File: config.mk
export PLATFORM = sky130hd
export DESIGN_NAME = packed_mono_pixel_unpacker_core
export DESIGN_NICKNAME = d
export VERILOG_FILES = /design/src/rtl/core/pmpu_pkg.sv /design/src/rtl/core/packed_mono_pixel_unpacker_core.sv /design/src/rtl/core/pmpu_cfg.sv /design/src/rtl/core/pmpu_step.sv
export SDC_FILE = /design/constraint.sdc
export NUM_CORES = 1
export LEC_CHECK = 0
export BUFFER_PORTS_ARGS = -buffer_cell sky130_fd_sc_hd__buf_2
export CAP_MARGIN = 30
export CORE_UTILIZATION = 30
export CTS_CLUSTER_DIAMETER = 150
export DETAILED_ROUTE_END_ITERATION = 7
export RECOVER_POWER = 25
export SLEW_MARGIN = 5
export SYNTH_ARGS = -nofsm -noshare
export SYNTH_HDL_FRONTEND = slang
export SYNTH_SLANG_ARGS = --single-unit
File: constraint.sdc
create_clock -name clk_i -period 4.6 [get_ports clk_i]
set_input_delay 0.23 -clock clk_i [delete_from_list [all_inputs] [get_ports clk_i]]
set_output_delay 0.23 -clock clk_i [all_outputs]
set_load 0.005 [all_outputs]
File: src/rtl/core/pmpu_pkg.sv
package pmpu_pkg;

  // Largest row width that the unpacker accepts.
  localparam logic [16:0] MaxRowPixels = 17'd16384;

  // Configuration register indexes.
  typedef enum logic [1:0] {
    RegPixelFormat   = 2'd0,
    RegRowWidth      = 2'd1,
    RegRowStride     = 2'd2,
    RegRowCount      = 2'd3
  } pmpu_reg_e;

  // Packed pixel layouts.
  typedef enum logic [1:0] {
    FmtMono10p      = 2'd0,
    FmtMono10Packed = 2'd1,
    FmtMono12p      = 2'd2,
    FmtMono12Packed = 2'd3
  } pmpu_fmt_e;

  // Current settings together with their validity check.
  typedef struct packed {
    pmpu_fmt_e   fmt;
    logic [14:0] row_width;
    logic [15:0] row_stride;
    logic [15:0] row_count;
    logic        ok;
  } pmpu_cfg_t;

  // One result beat.
  typedef struct packed {
    logic [11:0] pixel;
    logic        last_in_row;
    logic        last_in_frame;
    logic        bad_config;
  } pmpu_result_t;

  // Pixel idx of a group from its earlier byte a and later byte b.
  function automatic logic [11:0] unpack(pmpu_fmt_e fmt, logic [1:0] idx,
                                         logic [7:0] a, logic [7:0] b);
    logic [11:0] v;
    v = '0;
    case (fmt)
      FmtMono10p: begin
        case (idx)
          2'd0:    v = {2'b00, b[1:0], a};
          2'd1:    v = {2'b00, b[3:0], a[7:2]};
          2'd2:    v = {2'b00, b[5:0], a[7:4]};
          default: v = {2'b00, b, a[7:6]};
        endcase
      end
      FmtMono10Packed: begin
        if (idx == 2'd0) begin
          v = {2'b00, a, b[1:0]};
        end else begin
          v = {2'b00, b, a[5:4]};
        end
      end
      FmtMono12p: begin
        if (idx == 2'd0) begin
          v = {b[3:0], a};
        end else begin
          v = {b, a[7:4]};
        end
      end
      default: begin
        if (idx == 2'd0) begin
          v = {a, b[3:0]};
        end else begin
          v = {b, a[7:4]};
        end
      end
    endcase
    return v;
  endfunction

endpackage

File: src/rtl/core/packed_mono_pixel_unpacker_core.sv
// Packed mono pixel unpacker: one source byte in, at most one pixel out.
// A source byte is held in the input register, then its pixel in the result register.
// Throughput: one byte per cycle unless a pixel beat waits on a stalled sink, set by the
// single pass from input to result register.
// Reset clears settings, row/byte/group positions and both register stages' valid flags.
module packed_mono_pixel_unpacker_core
  import pmpu_pkg::*;
(
  input  logic        clk_i,
  input  logic        rst_ni,
  // Configuration write channel.
  input  logic        cfg_valid_i,
  output logic        cfg_ready_o,
  input  logic [1:0]  cfg_index_i,
  input  logic [15:0] cfg_data_i,
  // Source bytes.
  input  logic        s_axis_tvalid_i,
  output logic        s_axis_tready_o,
  input  logic [7:0]  s_axis_tdata_i,   // [7:0] src_byte
  // Unpacked pixels.
  output logic        m_axis_tvalid_o,
  input  logic        m_axis_tready_i,
  output logic [15:0] m_axis_tdata_o,   // [11:0] pixel, [15:12] zero
  output logic        m_axis_tlast_o,   // last_in_row
  output logic [1:0]  m_axis_tuser_o    // [0] last_in_frame, [1] bad_config
);

  pmpu_cfg_t    cfg;
  pmpu_result_t result;
  logic         emit;
  logic         advance;
  logic         out_free;

  logic         in_valid_q;
  logic [7:0]   in_byte_q;
  logic         out_valid_q;
  pmpu_result_t out_q;

  assign cfg_ready_o = 1'b1;

  pmpu_cfg u_cfg (
    .clk_i       (clk_i),
    .rst_ni      (rst_ni),
    .cfg_valid_i (cfg_valid_i),
    .cfg_index_i (cfg_index_i),
    .cfg_data_i  (cfg_data_i),
    .cfg_o       (cfg)
  );

  // The byte in the input stage moves on once the result register can take it.
  assign out_free        = !out_valid_q || m_axis_tready_i;
  assign advance         = in_valid_q && out_free;
  assign s_axis_tready_o = !in_valid_q || out_free;

  pmpu_step u_step (
    .clk_i     (clk_i),
    .rst_ni    (rst_ni),
    .cfg_i     (cfg),
    .advance_i (advance),
    .byte_i    (in_byte_q),
    .emit_o    (emit),
    .result_o  (result)
  );

  // Input register.
  always_ff @(posedge clk_i or negedge rst_ni) begin
    if (!rst_ni) begin
      in_valid_q <= 1'b0;
    end else if (s_axis_tready_o) begin
      in_valid_q <= s_axis_tvalid_i;
    end
  end

  always_ff @(posedge clk_i) begin
    if (s_axis_tready_o && s_axis_tvalid_i) begin
      in_byte_q <= s_axis_tdata_i;
    end
  end

  // Result register; padding bytes pass through without a beat.
  always_ff @(posedge clk_i or negedge rst_ni) begin
    if (!rst_ni) begin
      out_valid_q <= 1'b0;
    end else if (out_free) begin
      out_valid_q <= advance && emit;
    end
  end

  always_ff @(posedge clk_i) begin
    if (advance && emit) begin
      out_q <= result;
    end
  end

  assign m_axis_tvalid_o = out_valid_q;
  assign m_axis_tdata_o  = {4'b0000, out_q.pixel};
  assign m_axis_tlast_o  = out_q.last_in_row;
  assign m_axis_tuser_o  = {out_q.bad_config, out_q.last_in_frame};

endmodule

File: src/rtl/core/pmpu_cfg.sv
module pmpu_cfg
  import pmpu_pkg::*;
(
  input  logic        clk_i,
  input  logic        rst_ni,
  input  logic        cfg_valid_i,
  input  logic [1:0]  cfg_index_i,
  input  logic [15:0] cfg_data_i,
  output pmpu_cfg_t   cfg_o
);

  logic [1:0]  fmt_q;
  logic [14:0] row_width_q;
  logic [15:0] row_stride_q;
  logic [15:0] row_count_q;
  logic        ok_q;
  logic        ok_d;
  logic [17:0] rw_ext;
  logic [17:0] need_bits;
  logic [17:0] need_bytes;

  // Register file, written one beat at a time.
  always_ff @(posedge clk_i or negedge rst_ni) begin
    if (!rst_ni) begin
      fmt_q        <= '0;
      row_width_q  <= '0;
      row_stride_q <= '0;
      row_count_q  <= '0;
    end else if (cfg_valid_i) begin
      case (pmpu_reg_e'(cfg_index_i))
        RegPixelFormat: fmt_q        <= cfg_data_i[1:0];
        RegRowWidth:    row_width_q  <= cfg_data_i[14:0];
        RegRowStride:   row_stride_q <= cfg_data_i;
        RegRowCount:    row_count_q  <= cfg_data_i;
        default:        fmt_q        <= fmt_q;
      endcase
    end
  end

  // Bytes a row needs: ceil(width * bits / 8), with bits being 10 or 12.
  always_comb begin
    rw_ext     = {3'b000, row_width_q};
    need_bits  = (rw_ext << 3) + (fmt_q[1] ? (rw_ext << 2) : (rw_ext << 1));
    need_bytes = (need_bits + 18'd7) >> 3;
    ok_d = (row_width_q != '0)
        && ({2'b00, row_width_q} <= MaxRowPixels)
        && (row_count_q != '0)
        && ({2'b00, row_stride_q} >= need_bytes);
  end

  // The check is registered; the user must change settings only while the block is idle.
  always_ff @(posedge clk_i or negedge rst_ni) begin
    if (!rst_ni) begin
      ok_q <= 1'b0;
    end else begin
      ok_q <= ok_d;
    end
  end

  assign cfg_o.fmt        = pmpu_fmt_e'(fmt_q);
  assign cfg_o.row_width  = row_width_q;
  assign cfg_o.row_stride = row_stride_q;
  assign cfg_o.row_count  = row_count_q;
  assign cfg_o.ok         = ok_q;

endmodule

File: src/rtl/core/pmpu_step.sv
module pmpu_step
  import pmpu_pkg::*;
(
  input  logic         clk_i,
  input  logic         rst_ni,
  input  pmpu_cfg_t    cfg_i,
  input  logic         advance_i,
  input  logic [7:0]   byte_i,
  output logic         emit_o,
  output pmpu_result_t result_o
);

  logic [15:0] byte_pos_q, byte_pos_d;
  logic [14:0] pix_pos_q, pix_pos_d;
  logic [15:0] row_pos_q, row_pos_d;
  logic [7:0]  held_q, held_d;
  logic [2:0]  phase_q, phase_d;

  logic        last_byte;
  logic        pending;
  logic        emit_pix;
  logic [1:0]  idx;
  logic [7:0]  a_byte;
  logic [7:0]  b_byte;
  logic [2:0]  group_len;
  logic [16:0] row_next;
  logic [2:0]  phase_next;

  // Pixel selection and position bookkeeping for the byte in the input stage.
  always_comb begin
    last_byte  = ({1'b0, byte_pos_q} + 17'd1) >= {1'b0, cfg_i.row_stride};
    pending    = pix_pos_q < cfg_i.row_width;
    group_len  = (cfg_i.fmt == FmtMono10p) ? 3'd5 : 3'd3;
    row_next   = {1'b0, row_pos_q} + 17'd1;
    phase_next = phase_q + 3'd1;

    // A group's first byte only yields a pixel at the row tail.
    if (phase_q != 3'd0) begin
      idx    = 2'(phase_q - 3'd1);
      a_byte = held_q;
      b_byte = byte_i;
    end else begin
      idx    = 2'd0;
      a_byte = byte_i;
      b_byte = 8'h00;
    end
    emit_pix = pending && ((phase_q != 3'd0) || last_byte);

    result_o.pixel         = unpack(cfg_i.fmt, idx, a_byte, b_byte);
    result_o.last_in_row   = ({1'b0, pix_pos_q} + 16'd1) == {1'b0, cfg_i.row_width};
    result_o.last_in_frame = result_o.last_in_row && (row_next == {1'b0, cfg_i.row_count});
    result_o.bad_config    = 1'b0;
    emit_o                 = emit_pix;

    pix_pos_d  = emit_pix ? pix_pos_q + 15'd1 : pix_pos_q;
    byte_pos_d = byte_pos_q + 16'd1;
    held_d     = byte_i;
    phase_d    = (phase_next >= group_len) ? 3'd0 : phase_next;
    row_pos_d  = row_pos_q;
    if (last_byte) begin
      byte_pos_d = '0;
      pix_pos_d  = '0;
      held_d     = '0;
      phase_d    = '0;
      row_pos_d  = (row_next >= {1'b0, cfg_i.row_count}) ? 16'd0 : row_next[15:0];
    end

    // Invalid settings: flag every byte, keep the state as it is.
    if (!cfg_i.ok) begin
      result_o   = '0;
      result_o.bad_config = 1'b1;
      emit_o     = 1'b1;
      byte_pos_d = byte_pos_q;
      pix_pos_d  = pix_pos_q;
      row_pos_d  = row_pos_q;
      held_d     = held_q;
      phase_d    = phase_q;
    end
  end

  always_ff @(posedge clk_i or negedge rst_ni) begin
    if (!rst_ni) begin
      byte_pos_q <= '0;
      pix_pos_q  <= '0;
      row_pos_q  <= '0;
      held_q     <= '0;
      phase_q    <= '0;
    end else if (advance_i) begin
      byte_pos_q <= byte_pos_d;
      pix_pos_q  <= pix_pos_d;
      row_pos_q  <= row_pos_d;
      held_q     <= held_d;
      phase_q    <= phase_d;
    end
  end

endmodule

==> results.toml <==
[clock_network]
path_clk_slew_ns = 0.06
cts_htree_levels = 4
clk_path_buf_depth = 2
clk_latency_ns = 0.44
root_buffer = "clkbuf_16"
cts_tree = "done"
cts_resized = 0
cts_made_buffers = 17
cts_sinks = 133

[yosys]
yosys.area.top_type_share = 0.2882
async_reset_ff_frac = 0.8271
yosysTopAreaCell = "dfrtp_1"
muxShareOfSynthArea = 0.06839
synthSimpleGateAreaFrac = 0.1710
synthXorXnorAreaFrac = 0.05673
syn_avg_cell_area_um2 = 9.078
synth_edf_count = 23
synthFlopType = "dfrtp_1"
synthTopCellsByArea = "dfrtp_1 (29%), ha_1 (11%), edfxtp_1 (7.2%)"
synthCells = 1052
ys_seq_elements = 133
synth_warnings = 0
synth_area_um2 = 9550
synth_commonest_cells = "nand2_1 (128), dfrtp_1 (110), ha_1 (84)"
synthAdderAreaFrac = 0.1100
synth_compound_area_frac = 0.1801
synth_top_family_by_area = "compound AO/OA/AOI/OAI gates"
ys_seq_area_frac = 0.3605
ys_types = 75
synth.most_common_cell = "nand2_1"

[global_routing]
antenna_found_initial = 1
grt_pass1_wl_um = 40610
grt_max_degree = 68
grt_pass1_vias = 7817
gr-total-overflow = 0
grt_usage = 0.1556

[timing]
fmax_mhz = 238.8
max_slew_margin = -1.099
hold_violations = 0
finalSetupViolCount = 0
fin_crit_ns = 4.187
layout_setup_ws_ns = 0.4127
tns_ns = 0
finalCritPeriodShare = 0.9103
rsz0062_at_grt = "false"
tightest_slew_ns = 3.148
slew_viol_final = 67
clock_skew_ns = 0.008788

[route]
dr.pass1.iters = 5
via_count = 7995
routed_wl_um = 24750
ant_nets = 0
via_per_inst = 5.330
wire_per_inst_um = 16.50
drt_iter0_drc = 701
drc = 0

[worst_hold_path]
hold_class = "input port to flop"

[power_and_ir_drop]
p_clk_frac = 0.286
power_mw = 5.199
share_comb_of_total_power = 0.390
peakVddDrop_mv = 0.3335
p_sw_mw = 1.973
powerDensity_nw_per_um2 = 477.4
internal-power_mw = 3.227
p_sw_frac = 0.3794
p_leak_nw = 4.739
p_seq_frac = 0.324

[critical_path]
critPathKind = "flop to flop"
crit_path_max_fanout = 27
crit_path_end_kind = "flop"
cp_data_arrival_time_ns = 4.46
cp-start-kind = "flop"
crit_required_ns = 4.87

[status]
violations = "capacitance limit, slew limit"
run_status = "finished with violations"

[layout]
fillers = 3173
stdcell_area_um2 = 10890
multi_input_area_um2 = 5625
syn2layout_area_growth_pct = 14.04
final_layout_size_suffix_gt1_frac = 0.1458
seqCellArea_um2 = 3443
num_antenna_cells = 0
nets = 1206

[flow_run]
cap_violations = 1

[place]
place_ws_ns = 0.4567
gp_congestion = 0.8474
hpwlAfterDp_um = 18010
portBuffers = 47
placed_area_um2 = 10140

[floorplanning]
die_x_um = 180.4
dieArea_um2 = 32550
boundaryPins = 53
start_util = 0.3082
rows = 64
die_y_um = 180.4
core_area_um2 = 30990
[repair_timing]
item / 4_1_cts / 5_1_grt
hold buffers: 9 / 0
buffers inserted: 0 / 0
hold endpoints to repair: 74 / 0
[logic make-up (layout without fill, tap and decap cells)]
kind of cell	Yosys count	in the layout
other cells	2	5
flops	133	133
simple gates	332	332
compound gates	263	263
buf+inv	118	167
mux	59	59
xor+xnor	61	61
fa+ha+maj	84	84
[metrics by stage]
stage                     cells  utilization  hold slack (ns)
after global routing       1500       0.3515          0.06306
final                      1500       0.3515          0.05120
after CTS                  1499       0.3513          0.04372
after global placement     1458       0.3273           0.4108
after floorplan            1055            -         -0.06559
after detailed placement   1458       0.3273           0.4098
[flip-flops by register name, indices dropped and copies added, names as in the netlist]
register            count
in_byte_q               8
u_cfg.fmt_q             2
u_cfg.ok_q              1
m_axis_tvalid_o         1
u_step.held_q           8
u_cfg.row_stride_q     16
m_axis_tdata_o         12
in_valid_q              1
u_step.row_pos_q       16
u_cfg.row_count_q      16
u_cfg.row_width_q      15
m_axis_tlast_o          1
m_axis_tuser_o          2
u_step.phase_q          3
u_step.byte_pos_q      16
u_step.pix_pos_q       15
[cells in the final DEF, fill, tap and decap left out, types with 15 or more instances in the layout]
master,n
nand2_1,128
dfrtp_1,110
ha_1,84
o21ai_0,81
inv_1,63
nor2_1,50
mux2_2,50
xnor2_1,45
buf_2,45
a21oi_1,42
nand3_1,39
edfxtp_1,23
o211ai_1,20
o31ai_1,20
clkbuf_16,20
nand4_1,16
xor2_1,15
[layer usage]
| layer | vias up | global-route usage | part of all wire |
|---|---|---|---|
| met5 | - | 0 | 0 |
| met4 | 0 | 0.04581 | 0.017 |
| met1 | 3866 | 0.2160 | 0.49 |
| met2 | 208 | 0.2450 | 0.44 |
| met3 | 28 | 0.02890 | 0.049 |
| li1 | 3893 | - | - |
[critical path: stages, from the launching register on]
cell	delay, ns
dfrtp_1	0.82
o21ai_0	0.22
ha_1	0.36
o21a_1	0.18
o31a_1	0.15
o41ai_4	0.35
a21oi_1	0.18
o21ai_2	0.21
mux2i_1	0.09
a2111oi_1	0.50
ha_1	0.34
a211oi_1	0.31
nand2_1	0.12
nand3_1	0.11
a41oi_1	0.07
[final timing paths]
check / from / endpoint / slack [ns] / depth (start not counted)
worst max-delay path: u_cfg.fmt_q[1] / u_cfg.ok_q / 0.41 / 14
worst min-delay path: s_axis_tvalid_i / in_valid_q / 0.05 / 2
worst max register to register: u_cfg.fmt_q[1] / u_cfg.ok_q / 0.41 / 14
worst min register to register: u_step.held_q[4] / u_step.held_q[4] / 0.52 / 2
max in group asynchronous: rst_ni / u_cfg.row_width_q[4] / 1.06 / 3
min in group asynchronous: rst_ni / u_cfg.row_stride_q[15] / 0.48 / 3
[cell type report]
cell class / count / area share
multi-input cells: 804 / 0.5165
flip-flops and latches: 133 / 0.3161
clock buffers: 24 / 0.05009
well taps: 396 / 0.04549
repair buffers: 70 / 0.03952
inverters: 65 / 0.02240
clock inverters: 8 / 0.009879
[power by group through the flow]
stage                     clock, mW  sequential [mW]  combinational (mW)
after floorplan                   0             1.59                1.56
after global placement            0             1.70                1.96
after detailed placement          0             1.70                2.00
after CTS                      1.51             1.68                2.02
after global routing           1.56             1.72                2.28
final                          1.49             1.68                2.03
No activity file was read; power rests on OpenSTA's default activity.
